File: src/design/shrt_pkg.sv
// Types and constants for the session handover role tracker.
package shrt_pkg;

    localparam int SLOTS  = 4;
    localparam int SLOT_W = $clog2(SLOTS);
    localparam int GEN_W  = 32;
    localparam int QDEPTH = 2;
    localparam int QCNT_W = $clog2(QDEPTH + 1);

    typedef enum logic [2:0] {
        KIND_SET_AUTH     = 3'd0,
        KIND_START_NEW    = 3'd1,
        KIND_CAND_READY   = 3'd2,
        KIND_CANCEL       = 3'd3,
        KIND_BEGIN_COMMIT = 3'd4,
        KIND_RETIRED      = 3'd5,
        KIND_DISCONNECT   = 3'd6,
        KIND_CAN_FORWARD  = 3'd7
    } kind_t;

    typedef enum logic [1:0] {
        ROLE_EMPTY    = 2'd0,
        ROLE_AUTH     = 2'd1,
        ROLE_PROV     = 2'd2,
        ROLE_RETIRING = 2'd3
    } role_t;

    // Classified event word passed from front to back.
    typedef struct packed {
        kind_t              kind;
        logic               slot_ok;
        logic [SLOT_W-1:0]  slot_idx;
        logic               ready_flag;
        logic               gen_nz;
        logic [GEN_W-1:0]   gen;
    } cmd_t;

endpackage

File: src/design/shrt_front.sv
// Front end: accepts event words and classifies slot and generation.
module shrt_front
    import shrt_pkg::*;
(
    input  logic        start,
    input  logic        q_full,
    input  logic [2:0]  kind,
    input  logic [3:0]  slot,
    input  logic        ready_flag,
    input  logic [31:0] generation,
    output logic        busy,
    output logic        push,
    output cmd_t        cmd
);

    logic slot_in_range;

    assign slot_in_range = (slot < 4'(SLOTS));
    assign busy          = q_full;
    assign push          = start && !q_full;

    always_comb
    begin
        cmd.kind       = kind_t'(kind);
        cmd.slot_ok    = slot_in_range;
        cmd.slot_idx   = slot_in_range ? slot[SLOT_W-1:0] : '0;
        cmd.ready_flag = ready_flag;
        cmd.gen_nz     = |generation;
        cmd.gen        = generation;
    end

endmodule

File: src/design/shrt_queue.sv
// Short shift queue of classified words between front and back.
module shrt_queue
    import shrt_pkg::*;
(
    input  logic  clk,
    input  logic  rst_n,
    input  logic  push,
    input  cmd_t  push_cmd,
    input  logic  pop,
    output logic  full,
    output logic  not_empty,
    output cmd_t  head
);

    cmd_t              entry_reg [QDEPTH];
    logic [QCNT_W-1:0] count_reg;
    logic [QCNT_W-1:0] count_next;
    logic              do_pop;

    assign do_pop    = pop && (count_reg != '0);
    assign full      = (count_reg == QCNT_W'(QDEPTH));
    assign not_empty = (count_reg != '0);
    assign head      = entry_reg[0];

    always_comb
    begin
        count_next = count_reg;
        if (push && !do_pop)
        begin
            count_next = count_reg + 1'b1;
        end
        else if (!push && do_pop)
        begin
            count_next = count_reg - 1'b1;
        end
    end

    always_ff @(posedge clk or negedge rst_n)
    begin
        if (!rst_n)
        begin
            count_reg <= '0;
        end
        else
        begin
            count_reg <= count_next;
        end
    end

    // entry 0 is the head; entries shift down on pop
    always_ff @(posedge clk)
    begin
        for (int i = 0; i < QDEPTH; i++)
        begin
            if (do_pop)
            begin
                if (push && (QCNT_W'(i) == count_reg - 1'b1))
                begin
                    entry_reg[i] <= push_cmd;
                end
                else if (i < QDEPTH - 1)
                begin
                    entry_reg[i] <= entry_reg[(i + 1) % QDEPTH];
                end
            end
            else if (push && (QCNT_W'(i) == count_reg))
            begin
                entry_reg[i] <= push_cmd;
            end
        end
    end

endmodule

File: src/design/shrt_back.sv
// Back end: applies one event word per cycle to the slot state.
module shrt_back
    import shrt_pkg::*;
(
    input  logic        clk,
    input  logic        rst_n,
    input  logic        cmd_valid,
    input  cmd_t        cmd,
    output logic        done,
    output logic        ok,
    output logic [3:0]  out_slot,
    output logic [31:0] out_generation
);

    role_t              role_reg  [SLOTS];
    role_t              role_next [SLOTS];
    logic [SLOTS-1:0]   ready_reg;
    logic [SLOTS-1:0]   ready_next;
    logic [SLOT_W-1:0]  auth_slot_reg, auth_slot_next;
    logic               auth_valid_reg, auth_valid_next;
    logic [SLOT_W-1:0]  prov_slot_reg, prov_slot_next;
    logic               prov_valid_reg, prov_valid_next;
    logic               new_active_reg, new_active_next;
    logic               commit_pending_reg, commit_pending_next;
    logic [GEN_W-1:0]   next_gen_reg, next_gen_next;
    logic [GEN_W-1:0]   active_gen_reg, active_gen_next;
    logic               done_reg, done_next;
    logic               ok_reg, ok_next;
    logic [SLOT_W-1:0]  oslot_reg, oslot_next;
    logic [GEN_W-1:0]   ogen_reg, ogen_next;

    logic               free_found;
    logic [SLOT_W-1:0]  free_idx;
    logic [GEN_W-1:0]   gen_inc;
    logic [SLOT_W-1:0]  s;
    logic               gen_match;

    assign s         = cmd.slot_idx;
    assign gen_match = cmd.gen_nz && (cmd.gen == active_gen_reg);
    assign gen_inc   = next_gen_reg + 1'b1;

    // lowest empty slot
    always_comb
    begin
        free_found = 1'b0;
        free_idx   = '0;
        for (int i = SLOTS - 1; i >= 0; i--)
        begin
            if (role_reg[i] == ROLE_EMPTY)
            begin
                free_found = 1'b1;
                free_idx   = SLOT_W'(i);
            end
        end
    end

    always_comb
    begin
        for (int i = 0; i < SLOTS; i++)
        begin
            role_next[i] = role_reg[i];
        end
        ready_next          = ready_reg;
        auth_slot_next      = auth_slot_reg;
        auth_valid_next     = auth_valid_reg;
        prov_slot_next      = prov_slot_reg;
        prov_valid_next     = prov_valid_reg;
        new_active_next     = new_active_reg;
        commit_pending_next = commit_pending_reg;
        next_gen_next       = next_gen_reg;
        active_gen_next     = active_gen_reg;
        done_next           = cmd_valid;
        ok_next             = 1'b0;
        oslot_next          = '0;
        ogen_next           = '0;

        if (cmd_valid)
        begin
            case (cmd.kind)
                KIND_SET_AUTH:
                begin
                    if (cmd.slot_ok && !auth_valid_reg && role_reg[s] == ROLE_EMPTY)
                    begin
                        role_next[s]    = ROLE_AUTH;
                        ready_next[s]   = cmd.ready_flag;
                        auth_slot_next  = s;
                        auth_valid_next = 1'b1;
                        ok_next         = 1'b1;
                    end
                end
                KIND_START_NEW:
                begin
                    if (!new_active_reg && !commit_pending_reg && auth_valid_reg &&
                        ready_reg[auth_slot_reg] && free_found)
                    begin
                        next_gen_next         = (gen_inc == '0) ? GEN_W'(1) : gen_inc;
                        active_gen_next       = next_gen_next;
                        new_active_next       = 1'b1;
                        prov_slot_next        = free_idx;
                        prov_valid_next       = 1'b1;
                        role_next[free_idx]   = ROLE_PROV;
                        ready_next[free_idx]  = 1'b0;
                        oslot_next            = free_idx;
                        ogen_next             = next_gen_next;
                        ok_next               = 1'b1;
                    end
                end
                KIND_CAND_READY:
                begin
                    if (cmd.slot_ok && new_active_reg && !commit_pending_reg &&
                        gen_match && prov_valid_reg && s == prov_slot_reg &&
                        role_reg[s] == ROLE_PROV)
                    begin
                        ready_next[s] = 1'b1;
                        ok_next       = 1'b1;
                    end
                end
                KIND_CANCEL:
                begin
                    if (gen_match && new_active_reg && !commit_pending_reg && prov_valid_reg)
                    begin
                        oslot_next                = prov_slot_reg;
                        role_next[prov_slot_reg]  = ROLE_EMPTY;
                        ready_next[prov_slot_reg] = 1'b0;
                        prov_valid_next           = 1'b0;
                        prov_slot_next            = '0;
                        new_active_next           = 1'b0;
                        active_gen_next           = '0;
                        ok_next                   = 1'b1;
                    end
                end
                KIND_BEGIN_COMMIT:
                begin
                    if (gen_match && new_active_reg && !commit_pending_reg &&
                        auth_valid_reg && prov_valid_reg && ready_reg[prov_slot_reg] &&
                        role_reg[auth_slot_reg] == ROLE_AUTH)
                    begin
                        oslot_next                = auth_slot_reg;
                        role_next[auth_slot_reg]  = ROLE_RETIRING;
                        ready_next[auth_slot_reg] = 1'b0;
                        auth_valid_next           = 1'b0;
                        auth_slot_next            = '0;
                        commit_pending_next       = 1'b1;
                        ok_next                   = 1'b1;
                    end
                end
                KIND_RETIRED:
                begin
                    if (cmd.slot_ok && gen_match && new_active_reg && commit_pending_reg &&
                        role_reg[s] == ROLE_RETIRING && prov_valid_reg &&
                        ready_reg[prov_slot_reg])
                    begin
                        role_next[s]             = ROLE_EMPTY;
                        ready_next[s]            = 1'b0;
                        oslot_next               = prov_slot_reg;
                        role_next[prov_slot_reg] = ROLE_AUTH;
                        auth_slot_next           = prov_slot_reg;
                        auth_valid_next          = 1'b1;
                        prov_valid_next          = 1'b0;
                        prov_slot_next           = '0;
                        new_active_next          = 1'b0;
                        commit_pending_next      = 1'b0;
                        active_gen_next          = '0;
                        ok_next                  = 1'b1;
                    end
                end
                KIND_DISCONNECT:
                begin
                    if (cmd.slot_ok && role_reg[s] != ROLE_EMPTY)
                    begin
                        role_next[s]  = ROLE_EMPTY;
                        ready_next[s] = 1'b0;
                        ok_next       = 1'b1;
                        if (role_reg[s] == ROLE_AUTH && auth_valid_reg && auth_slot_reg == s)
                        begin
                            auth_valid_next = 1'b0;
                            auth_slot_next  = '0;
                        end
                        if (role_reg[s] == ROLE_PROV)
                        begin
                            if (prov_valid_reg && prov_slot_reg == s)
                            begin
                                prov_valid_next = 1'b0;
                                prov_slot_next  = '0;
                            end
                            new_active_next = 1'b0;
                            active_gen_next = '0;
                        end
                    end
                end
                KIND_CAN_FORWARD:
                begin
                    ok_next = cmd.slot_ok && auth_valid_reg && auth_slot_reg == s &&
                              role_reg[s] == ROLE_AUTH && ready_reg[s];
                end
                default:
                begin
                    ok_next = 1'b0;
                end
            endcase
        end
    end

    always_ff @(posedge clk or negedge rst_n)
    begin
        if (!rst_n)
        begin
            for (int i = 0; i < SLOTS; i++)
            begin
                role_reg[i] <= ROLE_EMPTY;
            end
            ready_reg          <= '0;
            auth_slot_reg      <= '0;
            auth_valid_reg     <= 1'b0;
            prov_slot_reg      <= '0;
            prov_valid_reg     <= 1'b0;
            new_active_reg     <= 1'b0;
            commit_pending_reg <= 1'b0;
            next_gen_reg       <= '0;
            active_gen_reg     <= '0;
            done_reg           <= 1'b0;
            ok_reg             <= 1'b0;
            oslot_reg          <= '0;
            ogen_reg           <= '0;
        end
        else
        begin
            for (int i = 0; i < SLOTS; i++)
            begin
                role_reg[i] <= role_next[i];
            end
            ready_reg          <= ready_next;
            auth_slot_reg      <= auth_slot_next;
            auth_valid_reg     <= auth_valid_next;
            prov_slot_reg      <= prov_slot_next;
            prov_valid_reg     <= prov_valid_next;
            new_active_reg     <= new_active_next;
            commit_pending_reg <= commit_pending_next;
            next_gen_reg       <= next_gen_next;
            active_gen_reg     <= active_gen_next;
            done_reg           <= done_next;
            ok_reg             <= ok_next;
            oslot_reg          <= oslot_next;
            ogen_reg           <= ogen_next;
        end
    end

    assign done           = done_reg;
    assign ok             = ok_reg;
    assign out_slot       = 4'(oslot_reg);
    assign out_generation = ogen_reg;

endmodule

File: src/design/session_handover_role_tracker.sv
// Session handover role tracker: top level.
//
// One event word is taken per cycle while busy is low. Its word is registered
// in the front queue, and the back end then registers the state update and the
// result, which is shown on done/ok/out_slot/out_generation. The back end retires
// one word every cycle, so the two-entry queue between front and back never holds
// more than one word and busy stays low: throughput is one event per cycle. The
// receiver cannot stall: each result is shown for a single cycle with done.
module session_handover_role_tracker
    import shrt_pkg::*;
(
    input  logic        clk,
    input  logic        rst_n,
    input  logic        start,
    output logic        busy,
    input  logic [2:0]  kind,
    input  logic [3:0]  slot,
    input  logic        ready_flag,
    input  logic [31:0] generation,
    output logic        done,
    output logic        ok,
    output logic [3:0]  out_slot,
    output logic [31:0] out_generation
);

    cmd_t front_cmd;
    cmd_t head_cmd;
    logic push;
    logic q_full;
    logic q_not_empty;

    shrt_front u_front (
        .start      (start),
        .q_full     (q_full),
        .kind       (kind),
        .slot       (slot),
        .ready_flag (ready_flag),
        .generation (generation),
        .busy       (busy),
        .push       (push),
        .cmd        (front_cmd)
    );

    shrt_queue u_queue (
        .clk       (clk),
        .rst_n     (rst_n),
        .push      (push),
        .push_cmd  (front_cmd),
        .pop       (1'b1),
        .full      (q_full),
        .not_empty (q_not_empty),
        .head      (head_cmd)
    );

    shrt_back u_back (
        .clk            (clk),
        .rst_n          (rst_n),
        .cmd_valid      (q_not_empty),
        .cmd            (head_cmd),
        .done           (done),
        .ok             (ok),
        .out_slot       (out_slot),
        .out_generation (out_generation)
    );

endmodule

File: config.mk
export PLATFORM = sky130hd
export DESIGN_NAME = session_handover_role_tracker
export DESIGN_NICKNAME = d
export VERILOG_FILES = /design/src/design/shrt_pkg.sv /design/src/design/shrt_front.sv /design/src/design/shrt_queue.sv /design/src/design/shrt_back.sv /design/src/design/session_handover_role_tracker.sv
export SDC_FILE = /design/constraint.sdc
export NUM_CORES = 1
export LEC_CHECK = 0
export BUFFER_PORTS_ARGS = -buffer_cell sky130_fd_sc_hd__buf_2
export CORE_UTILIZATION = 26
export DETAILED_ROUTE_END_ITERATION = 6
export GPL_TIMING_DRIVEN = 0
export PLACE_DENSITY = 0.43
export SYNTH_ARGS = -nofsm -noshare
export SYNTH_HDL_FRONTEND = slang
export SYNTH_SLANG_ARGS = --single-unit
File: constraint.sdc
create_clock -name clk -period 3.8 [get_ports clk]
set_input_delay 0.57 -clock clk [delete_from_list [all_inputs] [get_ports clk]]
set_output_delay 0.57 -clock clk [all_outputs]
set_load 0.02 [all_outputs]
======== After elaboration in Yosys (flattened, before gate mapping) ========
Memories as Yosys holds them, arrays and structs flattened.
Cells that the tools add are included.
word-level totals
  bits in registers ....................... 122
  bits in latches ......................... 0
  bits in writable memories ............... 80
  ROM bits ................................ 0
  input port bits ......................... 43
  word-level logic and storage cells ...... 310
  memories kept ........................... 1
operators by class
  add/sub/neg operators ................... 3
  multiply operators ...................... 0
  divide/modulo/power cells ............... 0
  order comparisons ....................... 17
  equal/unequal tests ..................... 28
  shift-type cells ........................ 0
  muxes and demuxes ....................... 132
  bitwise operators ....................... 30
  reductions and logical operators ........ 81
memory list
  memory             words  bits a word  read ports  clocked after memory_dff  wr ports  RTL line          RTL
  u_queue.entry_reg  2      40           2           0                         1         shrt_queue.sv:15  cmd_t entry_reg [QDEPTH];
operators by type and width
  operator               number
  $mux 32                9
  $mux 40                4
  $pmux 32 s4            1
  $mux 2                 31
  $mux 1                 50
  $logic_and 1x1->1      49
  $mux 8                 6
  $pmux 8 s6             1
  $reduce_or 40->1       1
  $add 32x1->32 const B  1
  $eq 32x32->1           1
  $logic_not 32->1       1
  $reduce_or 32->1       1
  $and 4x4->4            7
  $mux 4                 7
  $not 4->4              7
  $pmux 4 s7             1
  $pmux 2 s4             3
  $ne 2x1->1 const B     10
  $and 8x8->8            2
  $demux 2 s2            4
  $not 8->8              2
  $or 4x4->4             4
  $reduce_and 8->1       2
  35 further kinds       86

======== Logic depth before layout (Yosys ltp) ========
Gate-level depths: netlist of the first run.
  word-level depth ........................ 14
  depth in mapped cells ................... 11
  gate-level depth less buffers ........... 9

======== Cells and area by module ========
A second synthesis of the first run with hierarchy kept.
second synthesis, totals
  cell total of the unflattened synthesis .. 1017
  area, all modules ....................... 11128.2 um^2
modules (own cells, without submodules)
  module                         instances  cells each  area an instance (um^2)  seq. area each (um^2)
  shrt_back                      1          816         7444.6                   3002.9
  shrt_queue                     1          147         3296.9                   2452.4
  shrt_front                     1          53          382.9                    0.0
  session_handover_role_tracker  1          1           3.8                      0.0

======== Least setup slack after synthesis of the first run ========
OpenSTA, ideal clock, no wires.
  path type ............................... register to register
  start ................................... reg u_queue.count_reg[0]
  end ..................................... mem u_queue.entry_reg[1][0] in the netlist's numbering (enable)
  setup time .............................. 0.437 ns
  arrival ................................. 2.831 ns
  data required time ...................... 3.363 ns
  slack ................................... 0.531 ns
  stages on the path, launching flop included .. 6
  path buffers ............................ 1
  period minus slack after synthesis ...... 3.269 ns
  cell sequence ........................... dfrtp_1 -> inv_1 -> ha_1 -> clkbuf_1 -> mux2i_1 -> nor2_1
on the way
  cells in the longest elaborated chain, start to end .. 10
ends and longest elaborated chain
  element                                                               RTL line          RTL
  from (decl)                                                           shrt_queue.sv:16  logic [QCNT_W-1:0] count_reg;
  from (signal assigned)                                                shrt_queue.sv:46  count_reg <= count_next;
  parallel branches: the longest is 10 deep, another holds $sub 2x1->2  --
  to (decl)                                                             shrt_queue.sv:15
Parallel ways; which one is timed is not known.

==> run_results.csv, run 1 <==
group,metric,value,unit
clock_network,root_buffer,"clkbuf_16",
sta,skew,0.0121,ns
clock_network,cts_setup_buffers,0,
synth,syn_inst,985,
global_route,antenna_found_initial,1,
drt,drt_wl_total,31100,microns
synth,syn_area,10600,sq um
drt,first_pass_iters,5,
drt,wl_per_cell,19.0,microns
synth,synthDistinctLibCells,83,
worst_setup_path,critPathSlowestCell,"a2111oi_0",
global_route,grt_max_degree,76,
drt,viasPerCell,4.86,
worst_setup_path,worstPathRequired,4.14,ns
global_route,grt_use_met2,22.1,%
placement,place_worst_setup_slack,0.234,ns
run,drv_cap,0,
synth,syn-mean-instance-area,10.7,sq um
floorplan,coreArea,39900,sq um
worst_setup_path,critPathMaxFanout,10,
floorplan,die_w,204,microns
floorplan,design.portCount,82,
clock_network,cts_max_level,1,
floorplan,start_util,26.5,%
clock_network,clk_pin_slew,0.06,ns
placement,dpl_cell_area,11700,sq um
worst_hold_path,min_path_type,"primary input to flop",
clock_network,clk_path_buf_depth,3,
synth,synth_compound_area_share,12.7,%
synth,yosysMostFrequentCell,"dfrtp_1",
global_route,overflow,0,
finish,drive_above_1_share,19.3,%
synth,ys.warnings.count,0,
synth,ys_ff_latch,202,
global_route,top_usage_layer,"met1",
finish,fin_util,31.4,%
worst_setup_path,critical_path_buf_inv_count,3,
sta,rsz0062_at_grt,"no",
synth,yosysTopAreaCellShare,28.9,%
synth,synth_top_family_by_area,"simple AND/OR/NAND/NOR gates",
sta,whs,0.236,ns
power_and_ir_drop,ir_worst_vdd,0.454,mV
placement,gp_congestion,0.887,
global_route,first_global_vias,7841,
power_and_ir_drop,total_power,8.84,mW
power_and_ir_drop,p_leak,5.21,nW
synth,ys_async_sr_fraction,60.4,%
floorplan,die_y,204,microns
worst_setup_path,crit_top_cell,"clkbuf_1",
sta,period_share,92.9,%
synth,synth_area_leader_cell,"dfrtp_1",
clock_network,cts.sinks,202,
synth,synth_edf_count,80,
drt,vias,7953,
clock_network,cts_made_buffers,24,
floorplan,fp.dieArea,41400,sq um
worst_setup_path,path_cells,"clkbuf_1, inv_1, clkbuf_1, nand2_1, o2bb2a_1, nor3b_1, a222oi_1, a2111oi_0",
drt,drt_iter0_drc,611,
sta,fmax,283,MHz
sta,period_minus_slack,3.53,ns
clock_network,clkLatencyLatePin,0.53,ns
global_route,gr-usage-all-layers,15.1,%
synth,ys_seq_area_share,51.6,%
worst_setup_path,start_kind,"flop",
synth,synth-main-ff-cell,"dfrtp_1",
worst_setup_path,worstPathArrival,3.87,ns
worst_setup_path,crit_family,"compound AO/OA/AOI/OAI gates",
synth,synth_xor_area_share,6.47,%
global_route,met3_usage,2.33,%
finish,diodes,0,
synth,synthSimpleGateAreaFrac,18.5,%
floorplan,rows,73,
sta,drv_slew,0,
sta,slew_headroom,15.2,%
global_route,use_met1,22.6,%
synth,synthAdderAreaFrac,0.947,%
sta,hold_viol,0,
drt,drc,0,
sta,finalSetupViolCount,0,
power_and_ir_drop,power_density,705,nW/um^2
worst_setup_path,slowest_delay,0.71,ns
run_status,status,"completed",
synth,synth.area.top_cells,"dfrtp_1, edfxtp_1, mux2_2",
worst_setup_path,crit_path_end_kind,"flop",
clock_network,tritoncts,"yes",
sta,worst_pin_slew,1.26,ns
finish,final_area,12500,sq um
finish,nets,1145,
drt,final_antenna_net_count,0,
synth,synthMuxAreaShare,6.25,%
finish,largest_reg_flops,80,
finish,syn2layout_area_growth,18.8,%
sta,setup_ws,0.270,ns
worst_setup_path,path_class,"flop to flop",
placement,port_buffers,79,
placement,dp.final_hpwl,22800,microns
global_route,grt_first_pass_wirelength,48400,microns
synth,ys_top_cells_by_count,"dfrtp_1, nor2_1, edfxtp_1",
[metal layers]
metal | vias to the layer above | part of all wire, %
met5 | - | 0
met3 | 57 | 4.2
met4 | 0 | 2.9
met1 | 3870 | 51
li1 | 3801 | -
met2 | 225 | 42
[kinds of logic after synthesis]
| kind of cell | count (synthesis) |
|---|---|
| xor gates and xnor gates | 78 |
| buffers and inverters | 91 |
| DFF | 202 |
| adders and majority gates | 8 |
| muxes | 54 |
| and+or+nand+nor | 368 |
| AOI/OAI and AO/OA | 183 |
| other | 1 |
[cell usage in the layout (no fill, tap or decap), drive strengths merged, types with 35 or more instances in the layout]
cell type	synthesis	layout
a21o	35	35
buf	17	98
clkbuf	48	77
dfrtp	122	122
edfxtp	80	80
mux2	46	46
nand2	67	67
nor2	93	93
o21ai	35	35
xnor2	48	48
[final cells by class]
type | count | area (sq um)
buffer | 65 | 265
clock buffer | 29 | 661
tap | 525 | 657
sequential | 202 | 5460
clock inverter | 14 | 180
timing repair buffer | 82 | 459
multi-input combinational | 693 | 4770
inverter | 26 | 97.6
fill | 4106 | 27400
[final timing paths]
path	cells after the start	slack [ns]	to	from
setup / recovery	8	0.27	u_back.oslot_reg[1]	u_queue.entry_reg[0][38]
hold / removal	1	0.24	u_queue.entry_reg[1][39]	kind[2]
setup reg to reg	8	0.27	u_back.oslot_reg[1]	u_queue.entry_reg[0][38]
hold reg to reg	1	0.48	u_back.active_gen_reg[18]	u_back.active_gen_reg[18]
max in group asynchronous	3	2.45	u_back.active_gen_reg[19]	rst_n
min in group asynchronous	2	0.56	u_back.role_reg[7]	rst_n
[metrics by stage]
stage	cells	TNS, ns
finish	1636	0
floorplan	986	0
detailed placement	1592	0
global route	1636	0
global placement	1590	-36.00
CTS	1636	0
[timing repair]
action | 4_1_cts | 5_1_grt
gates resized for setup | 0 | 2
endpoints found under the setup margin | 0 | 4
hold buffers | 1 | 0
endpoints found under the hold margin | 6 | 0
[where the power goes]
| group | leakage, nW | internal, mW | switching (mW) |
|---|---|---|---|
| clock network | 0.418 | 1.51 | 0.941 |
| logic | 2.34 | 1.22 | 2.05 |
| registers | 2.45 | 2.83 | 0.289 |
No activity file was read; power rests on OpenSTA's default activity.
==> run 2: changes to the inputs <==
Settings changed: CORE_UTILIZATION 26 to 61, GPL_TIMING_DRIVEN 0 to not set, PLACE_DENSITY 0.43 to 0.83.
==> run_results.csv, run 2 (same netlist as run 1, synthesis figures left out) <==
group,metric,value,unit
drt,wl_per_cell,20.9,microns
sta,worst_pin_slew,0.921,ns
worst_setup_path,critPathSlowestCell,"a2111o_1",
drt,drc,0,
clock_network,cts_resized,0,
floorplan,design.portCount,82,
drt,top_layer,"met4",
worst_setup_path,critPathMaxFanout,25,
placement,gp_congestion,0.993,
floorplan,fp.dieArea,17900,sq um
placement,dp.cells,1251,
worst_hold_path,min_path_type,"primary input to async pin",
placement,place_worst_setup_slack,0.692,ns
finish,final_area,12000,sq um
sta,tns,0,ns
sta,fmax,315,MHz
clock_network,cts_made_buffers,21,
finish,layout_common_cells,"dfrtp_1, nor2_1, edfxtp_1, buf_2, nand2_1",
floorplan,rows,47,
floorplan,coreArea,16800,sq um
power_and_ir_drop,ir_worst_vdd,0.949,mV
clock_network,tritoncts,"yes",
sta,setup_ws,0.624,ns
floorplan,die_y,134,microns
global_route,gr-usage-all-layers,30.8,%
sta,hold_viol,0,
power_and_ir_drop,total_power,8.61,mW
run_status,status,"completed",
clock_network,cts_max_level,1,
drt,viasPerCell,6.41,
worst_setup_path,start_kind,"flop",
sta,finalSetupViolCount,0,
placement,port_buffers,79,
worst_setup_path,crit_path_end_kind,"flop",
worst_setup_path,endpoint,"u_back.active_gen_reg[9]",
finish,mostFrequentLayoutCell,"dfrtp_1",
drt,vias,8264,
clock_network,ctsHoldBuffers,0,
finish,nets,1105,
global_route,grt_first_pass_wirelength,42300,microns
clock_network,cts.sinks,202,
drt,dr_wl_met3,2480,microns
worst_setup_path,path_cells,"nor2b_1, a2111oi_4, nand3_1, nor4_2, a41oi_2, a2111o_1, buf_4, a21o_1",
finish,diodes,0,
sta,skew,0.0217,ns
finish,largest_reg_flops,80,
drt,first_pass_iters,7,
global_route,grt_max_degree,61,
worst_setup_path,reg2reg_from,"u_queue.entry_reg[0][13]",
clock_network,clk_pin_slew,0.07,ns
floorplan,start_util,63.0,%
worst_setup_path,r2r_slack,0.62,ns
finish,final_cells,1289,
drt,drt_iter0_drc,1001,
run,drv_cap,0,
finish,drive_above_1_share,21.0,%
sta,period_minus_slack,3.18,ns
worst_setup_path,path_class,"flop to flop",
sta,rsz0062_at_grt,"no",
global_route,overflow,0,
clock_network,cts_setup_buffers,0,
drt,drt-met1-wl,11600,microns
power_and_ir_drop,p_leak,5.15,nW
sta,slew_headroom,38.6,%
drt,drt_wl_total,26900,microns
sta,drv_slew,0,
worst_setup_path,worstPathRequired,4.18,ns
drt,final_antenna_net_count,0,
global_route,first_global_vias,7683,
clock_network,clkLatencyLatePin,0.51,ns
clock_network,root_buffer,"clkbuf_16",
finish,syn2layout_area_growth,13.6,%
worst_setup_path,worstPathArrival,3.55,ns
finish,fin_util,71.6,%
drt,dr_wl_met2,12000,microns
worst_setup_path,ff2ff_path_depth,8,
floorplan,die_w,134,microns
global_route,antenna_found_initial,0,
sta,whs,0.150,ns
worst_setup_path,crit-reg2reg-capture,"u_back.active_gen_reg[9]",
placement,dp.final_hpwl,18800,microns
power_and_ir_drop,power_density,718,nW/um^2
worst_setup_path,slowest_delay,0.64,ns
sta,period_share,83.6,%
clock_network,clk_path_buf_depth,3,
placement,dpl_cell_area,11200,sq um
worst_setup_path,crit_start,"u_queue.entry_reg[0][13]",
## run 2: layer usage
| metal | GRT usage, % | vias to the layer above |
|---|---|---|
| met2 | 46.4 | 478 |
| met1 | 45.4 | 3997 |
| met4 | 9.47 | 0 |
| met5 | 0 | - |
| met3 | 5.67 | 74 |
| li1 | - | 3715 |
## run 2: how the worst min path moves through the flow
stage / endpoint / startpoint / cells past startpoint / slack, ns
3_5_place_dp: u_back.active_gen_reg[18] / u_back.active_gen_reg[18] / 1 / 0.47
2_1_floorplan: async pin / rst_n / 0 / 0.27
4_1_cts: async pin / rst_n / 1 / 0.19
6_report: u_back.next_gen_reg[24] / rst_n / 1 / 0.15
5_1_grt: u_back.next_gen_reg[24] / rst_n / 1 / 0.22
3_3_place_gp: u_back.active_gen_reg[16] / u_back.active_gen_reg[16] / 1 / 0.46
## run 2: critical path: cells and delay by family (launching register included)
family / cells / cell delay (ns)
flip-flops: 1 / 0.41
buffers and inverters: 1 / 0.30
AO/OA/AOI/OAI: 4 / 1.49
AND/OR/NAND/NOR: 3 / 0.83
## run 2: final cells by class
class	instances	area [sq um]
fill	1161	4760
timing repair buffer	110	643
inverter	26	97.6
clock buffer	24	547
sequential	202	5460
tap	220	275
clock inverter	14	216
multi-input combinational	693	4760
## run 2: power by group
group / total [mW] / switching [mW] / internal (mW)
clock network: 2.27 / 0.880 / 1.39
registers: 3.26 / 0.423 / 2.83
logic: 3.09 / 1.84 / 1.25
